### config.mk
export PLATFORM = sky130hd
export DESIGN_NAME = mrc_ram
export DESIGN_NICKNAME = d
export VERILOG_FILES = /design/src/hw/rtl/mrc_ram.sv
export SDC_FILE = /design/constraint.sdc
export NUM_CORES = 1
export LEC_CHECK = 0
export CAP_MARGIN = 20
export CELL_PAD_IN_SITES_DETAIL_PLACEMENT = 0
export CELL_PAD_IN_SITES_GLOBAL_PLACEMENT = 1
export CORE_ASPECT_RATIO = 2
export CORE_UTILIZATION = 45
export DETAILED_ROUTE_END_ITERATION = 10
export DONT_BUFFER_PORTS = 1
export PLACE_DENSITY_LB_ADDON = 0.05
export SETUP_SLACK_MARGIN = 0.2
export SLEW_MARGIN = 20
export SYNTH_ARGS = -nofsm -noshare
export SYNTH_HDL_FRONTEND = slang
export SYNTH_SLANG_ARGS = --single-unit
export TNS_END_PERCENT = 20
### constraint.sdc
create_clock -name clk -period 1.7 [get_ports clk]
set_input_delay 0.34 -clock clk [delete_from_list [all_inputs] [get_ports clk]]
set_output_delay 0.34 -clock clk [all_outputs]
set_load 0.02 [all_outputs]
### src/hw/rtl/mrc_ram.sv
`default_nettype none
module mrc_ram #(
	parameter int WIDTH = 8,
	parameter int DEPTH = 16
) (
	input  wire logic                     clk,
	input  wire logic                     we,
	input  wire logic [$clog2(DEPTH)-1:0] waddr,
	input  wire logic [WIDTH-1:0]         wdata,
	input  wire logic [$clog2(DEPTH)-1:0] raddr,
	output logic      [WIDTH-1:0]         rdata
);

	logic [WIDTH-1:0] mem [DEPTH];

	// one write port, one registered read port
	always_ff @(posedge clk) begin
		if (we) begin
			mem[waddr] <= wdata;
		end
		rdata <= mem[raddr];
	end

endmodule
`default_nettype wire

* Yosys cells after proc, flatten, opt, wreduce, memory -nomap -nowiden
Memory sizes are Yosys's and may differ from the RTL's. A register that Yosys moved wholly into a read port is not among the register bits.
Index checks and enable logic that the tools add are counted.
** Word-level totals
- Bits of input ports :: 18
- Memories :: 1
- Bits in writable memories :: 128
- Register bits after elaboration :: 0
** Operators by class
- Multiplexer cells :: 2
** Memory list
- mem :: depth 16, width 8, rd ports 1, clocked after Yosys merged registers in 1, write ports 1, RTL line 14 : logic [WIDTH-1:0] mem [DEPTH];
** Operators by type and width (count)
- $mux W1 :: 2

* Depth between registers and ports, before layout
- Depth in word-level cells :: 2
- Mapped depth :: 5

* Worst setup path after synthesis
No wires, ideal clock.
- Kind :: input-to-reg
- Start point :: in waddr[2]
- End point :: mem mem[0][0] (enable)
- Setup slack :: -0.133 ns
- Arrival time :: 1.450 ns
- Stages on the path :: 2
- Cells stage by stage :: or3b_2 > nor3_1
** RTL lines
- from (decl) :: RTL line 8 : input wire logic [$clog2(DEPTH)-1:0] waddr,
- to (decl) :: RTL line 14
No word-level cell before the write port.

==> key figures <==
Outcome
  • Status: completed

Synthesis
  • Yosys top cell area share: 74.7%
  • Mapped Cells: 229
  • Syn Area/Cell: 22.5 um^2
  • Synthesized cell area: 5150 um^2
  • Yosys reg bits: 136
  • Yosys top cell by area: edfxtp_1
  • YS warnings: 0
  • Syn_nets: 247
  • Synth cell types: 19
  • Synth top area cells: edfxtp_1 75%, mux4_2 7.9%, mux4_1 7.1%
  • Post-synthesis sequential area ratio: 77.8%

Global routing
  • Met1 Track Usage GR: 20.1%
  • GRT overflow: 0
  • GR Layer Usage met2: 32.2%
  • First-pass GRT wire length: 15.0 mm
  • Total GRT Usage: 18.5%
  • Largest net degree at the start of global routing: 33
  • GRT Max-Usage Layer: met2
  • Vias in the first global route: 2570
  • Initial antenna violation count: 0
  • Grt met3 use: 7.34%

Die
  • Core ar.: 11000 um^2
  • Die height: 153 um
  • Initial Util: 46.7%
  • I/O pin total: 26
  • Die width: 77.6 um
  • Die ar.: 11900 um^2
  • FP Rows: 54

Worst setup path
  • CP Class: reg2reg
  • Nature of the critical path endpoint: flip-flop
  • Crit path max fanout: 1
  • CP top delay family: multiplexers
  • R2R depth: 3
  • Worst Path Buf+Inv: 0
  • Crit path depth: 3
  • CP peak stage delay: 0.51 ns
  • Worst path slowest cell: mux4_1
  • CP Launch Type: flip-flop
  • CP Capture Point: rdata[3]
  • Worst Setup SP: mem[2][3]
  • Crit path arrival time: 1.66 ns
  • Reg-to-Reg Start: mem[2][3]
  • FF-to-FF End: rdata[3]
  • Worst endpoint required time: 2.00 ns
  • Crit-path cells: mux4_1, a22oi_1, nand2_1
  • Reg2reg setup slack: 0.34 ns

STA
  • Final setup viols: 0
  • Period utilization: 79.8%
  • Tmin final: 1.36 ns
  • Hold Vio Cnt, Final: 0
  • RSZ-0062 raised after global routing: no
  • Fmax: 737 MHz
  • Rel. slew slack: 61.3%
  • Pins over their slew limit: 0
  • Worst-Margin Slew: 0.579 ns
  • Setup TNS: 0 ns
  • Clock Skew: 0.00521 ns

Layout
  • Nets: 292
  • Synth-to-layout area growth: 20.2%
  • Antenna fix cells: 0
  • Final Util: 56.2%
  • Filler cells: 822
  • Non-Filler Instances: 427
  • Share of cells above drive strength 1: 25.4%

Job
  • MaxCap Viol Count: 0

Place
  • IO Port Bufs: 0
  • Placed cell count: 381
  • Post-DP HPWL: 6.53 mm
  • Gpl congestion: 0.761

Power
  • Reg power frac: 47.9%
  • Final Power: 7930 uW
  • Pint: 6460 uW
  • Net switching power: 1470 uW
  • Pwr dens: 1280 nW/um^2
  • Leak Pwr: 0.00208 uW
  • Clock network power share: 48.6%
  • Sw frac: 18.6%
  • Combinational fraction of design power: 3.4%
  • VDD IR max: 1.02 mV

Routing
  • Vias/cell: 5.63
  • Drt wl/cell: 24.7 um
  • Via count: 2404
  • First-pass detailed-route iteration total: 4
  • DRC: 0
  • Antenna-violating nets left: 0
  • DR iter-0 viols: 140
  • Detailed Route WL: 10.5 mm

Clock network
  • H-Tree Depth: 4
  • CTS buffer count: 17
  • CTS tree: done
  • Clk root buf: clkbuf_16
  • Clock slew at reported path FFs: 0.06 ns
  • Clk_lat worst skew: 0.41 ns
  • Sink Count: 136
  • Max clock buf depth: 2
  • Postcts setup bufs: 0

Min path
  • Worst Hold Depth: 0
  • Worst hold path type: in2reg
==> cells in the final DEF (no fill, tap or decap), drive strengths merged <==
master / Yosys / final
dlygate4sd3: 0 / 14
clkbuf: 0 / 21
clkinvlp: 0 / 2
buf: 7 / 22
dfxtp: 8 / 8
clkinv: 0 / 5
nand2b: 2 / 2
nand3b: 2 / 2
edfxtp: 128 / 128
nor2b: 1 / 1
a22oi: 16 / 16
nand3: 1 / 1
nand2: 9 / 9
and2: 1 / 1
nor2: 13 / 13
or3b: 1 / 1
mux4: 32 / 32
bufinv: 0 / 4
and2b: 1 / 1
nor3: 4 / 4
==> flip-flops by register name (all words and copies together), names as in the netlist <==
| name | cells |
|---|---|
| rdata | 8 |
| mem | 128 |
==> cell type report <==
| cell class | instances | area (um^2) | share of cell area (%) |
|---|---|---|---|
| clock buffer | 21 | 470 | 7.60 |
| multi-input combinational | 83 | 1060 | 17.2 |
| tap | 140 | 175 | 2.83 |
| clock inverter | 11 | 171 | 2.77 |
| sequential | 136 | 4000 | 64.7 |
| timing repair buffer | 36 | 305 | 4.93 |
==> power by group through the flow <==
stage,Sequential (uW),Combinational [uW],Clock (uW)
after floorplan,3860,191,0
after global placement,3870,207,0
after detailed placement,3870,208,0
after CTS,3800,209,3910
after global routing,3810,295,4080
final,3800,272,3860
==> how the worst min path moves through the flow <==
| stage | from | end | slack, ns |
|---|---|---|---|
| floorplan | wdata[0] | mem[0][0] | 0.44 |
| global placement | wdata[1] | mem[5][1] | 0.44 |
| detailed placement | wdata[1] | mem[7][1] | 0.44 |
| CTS | wdata[1] | mem[7][1] | 0.006 |
| global route | wdata[6] | mem[3][6] | 0.0001 |
| finish | wdata[5] | mem[1][5] | 0.03 |
==> synthesized netlist by cell type <==
library cell,count
or3b_2,1
and2b_1,1
nor2b_1,1
nand2_1,9
nand3_1,1
nand2b_1,2
mux4_2,18
mux4_1,14
clkdlybuf4s25_2,3
a22oi_1,16
nand3b_1,2
nor3_1,4
buf_6,3
buf_4,1
dfxtp_1,8
and2_1,1
buf_2,3
nor2_1,13
edfxtp_1,128
==> timing repair <==
action	in CTS	in global routing
hold endpoints to repair	0	99
resized for setup	0	0
hold buffers	0	14
==> routing by layer <==
layer  routed length, um  part of all wire (%)
met1                3970                    38
met2                5830                    55
met3                 564                   5.3
met4                 183                   1.7
met5                   0                     0
==> per-stage QoR <==
step | instance area [um^2] | setup WS, ns | hold slack, ns
after floorplan | 5150 | 0.0939 | 0.439
after global placement | 5410 | 0.258 | 0.440
after detailed placement | 5410 | 0.227 | 0.440
after CTS | 6050 | 0.342 | 0.00621
after global routing | 6190 | 0.229 | 0.000132
final | 6190 | 0.343 | 0.0279
==> logic make-up after synthesis <==
logic type / count (synthesis) / synth area share (%)
flops: 136 / 77.8
simple gates: 35 / 3.18
mux: 32 / 15.0
compound gates: 16 / 2.33
buf+inv: 10 / 1.68
No activity file was read; power rests on OpenSTA's default activity.
