## config.mk

```make
export PLATFORM = sky130hd
export DESIGN_NAME = mrc_alu
export DESIGN_NICKNAME = d
export VERILOG_FILES = /design/src/hw/rtl/mrc_pkg.sv /design/src/hw/rtl/mrc_alu.sv
export SDC_FILE = /design/constraint.sdc
export NUM_CORES = 1
export LEC_CHECK = 0
export ABC_AREA = 0
export BUFFER_PORTS_ARGS = -buffer_cell sky130_fd_sc_hd__buf_4
export CORE_MARGIN = 10
export CORE_UTILIZATION = 64
export DETAILED_ROUTE_END_ITERATION = 7
export PLACE_DENSITY_LB_ADDON = 0.15
export SYNTH_ARGS = -nofsm -noshare
export SYNTH_HDL_FRONTEND = slang
export SYNTH_SLANG_ARGS = --single-unit
```

## constraint.sdc

```tcl
create_clock -name clk -period 13.2 [get_ports clk]
set_input_delay 1.32 -clock clk [delete_from_list [all_inputs] [get_ports clk]]
set_output_delay 1.32 -clock clk [all_outputs]
set_load 0.005 [all_outputs]
```

## src/hw/rtl/mrc_pkg.sv

```systemverilog
`default_nettype none
package mrc_pkg;

	// table capacity and field widths
	localparam int MAX_ENTRIES = 64;
	localparam int IDX_W       = $clog2(MAX_ENTRIES);
	localparam int CNT_W       = $clog2(MAX_ENTRIES + 1);
	localparam int FRAME_W     = 52;
	localparam int TYPE_W      = 4;

	// usable descriptor type codes
	localparam logic [TYPE_W-1:0] MT_LOADER_CODE  = 4'd1;
	localparam logic [TYPE_W-1:0] MT_LOADER_DATA  = 4'd2;
	localparam logic [TYPE_W-1:0] MT_BOOT_CODE    = 4'd3;
	localparam logic [TYPE_W-1:0] MT_BOOT_DATA    = 4'd4;
	localparam logic [TYPE_W-1:0] MT_CONVENTIONAL = 4'd7;

	// one table entry as stored in the region memory
	typedef struct packed {
		logic [FRAME_W-1:0] start;
		logic [FRAME_W-1:0] pages;
	} entry_t;

	localparam int ENTRY_W = $bits(entry_t);

	// operations of the shared add/compare unit
	typedef enum logic [1:0] {
		ALU_IDLE = 2'd0,
		ALU_END  = 2'd1,
		ALU_CAND = 2'd2,
		ALU_JOIN = 2'd3
	} alu_op_t;

	typedef struct packed {
		alu_op_t op;
		logic    load_cur;
		logic    load_cand;
	} alu_ctl_t;

	// sequencer states
	typedef enum logic [10:0] {
		ST_LOAD   = 11'b000_0000_0001,
		ST_S_RD   = 11'b000_0000_0010,
		ST_S_GET  = 11'b000_0000_0100,
		ST_S_END  = 11'b000_0000_1000,
		ST_C_RD   = 11'b000_0001_0000,
		ST_C_GET  = 11'b000_0010_0000,
		ST_C_CMP  = 11'b000_0100_0000,
		ST_JOIN   = 11'b000_1000_0000,
		ST_O_RD   = 11'b001_0000_0000,
		ST_O_GET  = 11'b010_0000_0000,
		ST_O_WAIT = 11'b100_0000_0000
	} state_t;

	function automatic logic type_usable(input logic [TYPE_W-1:0] t);
		logic usable;
		case (t) inside
			MT_LOADER_CODE, MT_LOADER_DATA, MT_BOOT_CODE, MT_BOOT_DATA,
			MT_CONVENTIONAL: usable = 1'b1;
			default:         usable = 1'b0;
		endcase
		return usable;
	endfunction

endpackage
`default_nettype wire

```

## src/hw/rtl/mrc_alu.sv

```systemverilog
`default_nettype none
module mrc_alu (
	input  wire logic                        clk,
	input  wire mrc_pkg::alu_ctl_t           ctl,
	input  wire mrc_pkg::entry_t             rd_entry,
	output logic                             match,
	output mrc_pkg::entry_t                  wr_entry
);

	logic [mrc_pkg::FRAME_W-1:0] cur_st_q;
	logic [mrc_pkg::FRAME_W-1:0] cur_pg_q;
	logic [mrc_pkg::FRAME_W-1:0] cur_en_q;
	logic [mrc_pkg::FRAME_W-1:0] cand_st_q;
	logic [mrc_pkg::FRAME_W-1:0] cand_pg_q;
	logic                        join_low_q;
	logic [mrc_pkg::FRAME_W-1:0] op_a;
	logic [mrc_pkg::FRAME_W-1:0] op_b;
	logic [mrc_pkg::FRAME_W-1:0] sum;

	// operand select for the shared adder
	always_comb begin
		unique case (ctl.op)
			mrc_pkg::ALU_END: begin
				op_a = cur_st_q;
				op_b = cur_pg_q;
			end
			mrc_pkg::ALU_CAND: begin
				op_a = cand_st_q;
				op_b = cand_pg_q;
			end
			mrc_pkg::ALU_JOIN: begin
				op_a = cur_pg_q;
				op_b = cand_pg_q;
			end
			default: begin
				op_a = '0;
				op_b = '0;
			end
		endcase
	end

	// sum wraps at the frame width
	assign sum = op_a + op_b;

	// candidate starts at our end, or ends at our start
	assign match = (ctl.op == mrc_pkg::ALU_CAND) &&
		((cand_st_q == cur_en_q) || (sum == cur_st_q));

	// merged entry, written back in the join cycle
	assign wr_entry.start = join_low_q ? cand_st_q : cur_st_q;
	assign wr_entry.pages = sum;

	// working registers of the current and candidate regions
	always_ff @(posedge clk) begin
		if (ctl.load_cur) begin
			cur_st_q <= rd_entry.start;
			cur_pg_q <= rd_entry.pages;
		end
		if (ctl.load_cand) begin
			cand_st_q <= rd_entry.start;
			cand_pg_q <= rd_entry.pages;
		end
		if (ctl.op == mrc_pkg::ALU_END) begin
			cur_en_q <= sum;
		end
		if (ctl.op == mrc_pkg::ALU_CAND) begin
			join_low_q <= (cand_st_q != cur_en_q);
		end
		if (ctl.op == mrc_pkg::ALU_JOIN) begin
			cur_st_q <= wr_entry.start;
			cur_pg_q <= sum;
		end
	end

endmodule
`default_nettype wire

```

# [Word-level counts from Yosys, hierarchy flattened]
# Index checks and enable logic that the tools add are counted.
[word_totals] reg_bits=261
[op_classes] mux=7 n_eq_ne=6 reduce_logical=4 add_sub_neg=1
[op_table] operator="52-bit two-way mux" n=5
[op_table] operator="52-bit case mux with 3 select lines" n=1
[op_table] operator="52-bit equality test" n=2
[op_table] operator="52-bit case mux with 2 select lines" n=1
[op_table] operator="52-bit adder" n=1
[op_table] operator="52-bit != test" n=1
[op_table] operator="2-bit equality test, second input constant" n=2
[op_table] operator="2-bit by 1-bit equality test with 1-bit output, second input constant" n=1
[op_table] operator="2-bit nonzero test" n=1
[op_table] operator="2-bit OR reduction" n=1
[op_table] operator="1-bit logical AND" n=1
[op_table] operator="1-bit logical OR" n=1

# [Logic depth before layout (Yosys ltp)]
[depth] ltp_word=7 depth_mapped=19 ltp_nobuf=17

# [Least setup slack after synthesis]
# Ideal clock, no wire load.
[synth_timing] kind="input-to-output" startpoint="in ctl[3] in the netlist's numbering" endpoint="out match" cell_stages=18 setup_slack_ns=5.760 arrival_ns=6.120 cell_sequence="clkbuf_1 > nand2b_1 > inv_2 > clkbuf_1 > a22o_1 > ha_1 > buf_2 > and3_1 > and3_1 > a221oi_1 > and3_1 > o21ai_0 > a21oi_1 > xnor2_1 > o2111ai_1 > nor4b_2 > nand4_1 > o32ai_2"
[synth_via] elab_chain_cells=7
[synth_rtl] element="start, declared" line="mrc_alu.sv:4" source="input wire mrc_pkg::alu_ctl_t ctl,"
[synth_rtl] element="2-bit equality test (on tied branches)" line="mrc_alu.sv:22, mrc_alu.sv:46"
[synth_rtl] element="2-bit OR reduction (no line)"
[synth_rtl] element="52-bit case mux with 2 select lines" line="mrc_alu.sv:22" source="unique case (ctl.op)"
[synth_rtl] element="52-bit adder" line="mrc_alu.sv:43" source="assign sum = op_a + op_b;"
[synth_rtl] element="52-bit equality test" line="mrc_alu.sv:47" source="((cand_st_q == cur_en_q) || (sum == cur_st_q));"
[synth_rtl] element="1-bit logical OR" line="mrc_alu.sv:47"
[synth_rtl] element="1-bit logical AND *" line="mrc_alu.sv:46" source="assign match = (ctl.op == mrc_pkg::ALU_CAND) &&"
[synth_rtl] element="end, declared" line="mrc_alu.sv:6" source="output logic match,"
# Mark *: on every way between the ends. The rest lies on a longest branch, timed or not.

# [Worst setup path after layout]
# Ends and elaborated chain as after synthesis.

==> qor.yml <==
global_routing:
  antenna_found_initial: 0
  grt_pass1_wl_mm: 81.6
  grt.overflow.total: 0
  grt_usage_pct: 31.7
  grt_max_degree: 64
  grt_pass1_vias: 13200
worst_setup_path:
  crit_top_cell: "buf_4"
  ff2ff_setup_slack_ns: 8.54
  crit_arrival_ns: 7.66
  cp-startpoint: "ctl[3]"
  r2r-start: "cur_st_q[0]$_DFFE_PP_"
  slowest_stage: "clkinv_2"
  critical_path_required_ns: 11.88
  cpPeakStageDelay_ns: 0.65
  reg2reg_depth: 15
  cp_max_fo: 56
  critPathKind: "primary input to output port"
  worstPathCellList: "buf_4 > nand2b_1 > clkinv_2 > buf_4 > a22o_1 > ha_1 > a21oi_2 > o21ai_1 > o31ai_1 > a31oi_1 > a21oi_1 > o21bai_1 > xor2_1 > xor2_1 > nor4_1 > nand4_1 > o32ai_2 > buf_4"
  rr_endpoint: "cur_pg_q[44]$_DFFE_PP_"
  crit_end: "match"
  end_kind: "output port"
  setup.worst_path.start_class: "primary input"
cts:
  post_cts_resized: 0
  cts_setup_buffers: 0
  cts_buffer_depth: 3
  numClockSinks: 261
  clk_latency_ns: 0.57
  root_buffer: "clkbuf_16"
  numCtsBuffers: 28
  postCtsHoldBufs: 0
  cts_max_level: 1
  cts_tree: "yes"
  clk_transition_reported_paths_ns: 0.06
synth:
  ys_ff_latch: 261
  syn_area_per_cell_um2: 12.0
  yosys_warnings: 0
  synth_enable_flop_cells: 261
  mappedNetlistArea_um2: 16600
  syn_inst: 1378
  async_reset_ff_share_pct: 0
  seq_area_frac_synth_pct: 47.3
  synth_ff_type: "edfxtp_1"
  ys_types: 86
  synth_fp_nets: 1539
pwr:
  powerDensity_nw_per_um2: 147
  ir_drop_mv: 0.147
  p_leak_nw: 7.27
timing:
  fin_crit_sh_pct: 68.0
  final.setup.tns_ns: 0
  fmax_mhz: 111
  final-hold-violation-count: 0
  slew_headroom_pct: 39.9
  report.final.slew_viol_count: 0
  worst_pin_slew_ns: 0.895
  setup_ws_ns: 4.22
  setup_viol: 0
  post-route-min-period_ns: 8.98
  rsz0062_at_grt: "false"
  fin_skew_ns: 0.0218
floorplanning:
  num_rows: 58
  dieArea_um2: 32700
  core_area_um2: 25300
  initial_utilization_pct: 65.4
  die_h_um: 181
  die_x_um: 181
  pin_count: 214
route:
  drcViolationCount: 0
  avgViaCountPerCell: 6.89
  drtPass1Iterations: 6
  post_drt_wl_per_cell_um: 28.6
  finalWirelength_mm: 54.4
  num_vias: 13100
  antenna_left: 0
  drtIter0Drc: 1747
placement:
  place_congestion: 1.02
  placed_cell_area_um2: 18400
  dp_slack_ns: 4.46
  dp.final_hpwl_mm: 39.8
  dp.cells: 1855
  port_buffers: 213
cells_and_area:
  design_area_um2: 19200
  final_cell_mix: "edfxtp_1, buf_4, mux2_2"
  final_nets: 1716
  fill_cells: 1569
  layoutNonFillerInstCount: 1904
  final_common_cell: "edfxtp_1"
  drive_gt1_share_pct: 32.0
  diodes: 0
  syn_to_final_growth_pct: 16.0
flow_run:
  cap_violations: 0
worst_hold_path:
  hp-class: "flop to flop"
run_status:
  status: "finished, final reports clean"
final cells by class:
| class | instances | area (um^2) | area share (%) |
|---|---|---|---|
| well taps | 330 | 413 | 2.15 |
| clock buffers | 33 | 719 | 3.74 |
| clock inverters | 16 | 143 | 0.742 |
| flip-flops and latches | 261 | 7840 | 40.8 |
| multi-input cells | 1016 | 8340 | 43.4 |
| repair buffers | 222 | 1670 | 8.67 |
| inverters | 26 | 98.8 | 0.514 |
where the power goes:
| group | internal (mW) | leakage (nW) | switching [mW] |
|---|---|---|---|
| Clock | 0.427 | 0.424 | 0.335 |
| Sequential | 1.03 | 2.55 | 0.0628 |
| Combinational | 0.397 | 4.29 | 0.565 |
| Total | 1.86 | 7.27 | 0.963 |
critical path: cells and delay by family:
kind	cells	cell delay (ns)
buffers and inverters	4	1.94
xor gates and xnor gates	2	0.63
and+or+nand+nor	3	0.81
AOI/OAI and AO/OA	8	2.40
adders and majority gates	1	0.46
sequential cells by signal, indices dropped and copies added, names as in the netlist:
register,flops
cur_st_q,52
cur_en_q,52
cand_pg_q,52
join_low_q,1
cur_pg_q,52
cand_st_q,52
Yosys cell counts (all sizes together) (29+ instances only):
library cell / n / area, um^2
edfxtp: 261 / 7840
mux2: 199 / 2240
a22o: 100 / 876
xnor2: 89 / 787
nand2: 78 / 293
a21oi: 74 / 415
xor2: 62 / 551
o21ai: 59 / 295
nor2: 52 / 195
ha: 51 / 638
clkbuf: 46 / 174
nand4: 35 / 225
buf: 29 / 135
routing by layer:
layer / GRT usage (%) / wire length (um) / part of all wire [%] / up-vias
li1: - / - / - / 5711
met1: 41.6 / 21600 / 40 / 6476
met2: 50.5 / 25100 / 46 / 821
met3: 7.01 / 5540 / 10 / 113
met4: 12.3 / 2170 / 4.0 / 0
met5: 0 / 0 / 0 / -
cells by family after synthesis:
group	count (synthesis)	synth area share, %
AOI/OAI and AO/OA	336	15.3
and+or+nand+nor	268	8.34
adders and majority gates	52	3.97
buffers and inverters	101	2.45
xor gates and xnor gates	156	8.76
muxes	204	13.8
DFF	261	47.3
per-stage QoR:
step           util, %  hold WS, ns  total power [mW]
6_report          75.9        0.766              2.82
3_5_place_dp      72.5        0.745              2.04
3_3_place_gp      72.5        0.737              2.02
4_1_cts           75.9        0.761              2.80
5_1_grt           75.9        0.786              2.92
2_1_floorplan        -        0.674              1.65
worst min path at each step:
| stage | cells past startpoint | to | startpoint |
|---|---|---|---|
| 2_1_floorplan | 4 | join_low_q$_DFFE_PN_ | cur_en_q[47]$_DFFE_PN_ |
| 3_3_place_gp | 4 | join_low_q$_DFFE_PN_ | cur_en_q[51]$_DFFE_PN_ |
| 3_5_place_dp | 4 | join_low_q$_DFFE_PN_ | cur_en_q[51]$_DFFE_PN_ |
| 4_1_cts | 4 | join_low_q$_DFFE_PN_ | cur_en_q[51]$_DFFE_PN_ |
| 5_1_grt | 4 | join_low_q$_DFFE_PN_ | cur_en_q[51]$_DFFE_PN_ |
| 6_report | 4 | join_low_q$_DFFE_PN_ | cur_en_q[51]$_DFFE_PN_ |
(Power assumes the default switching activity.)
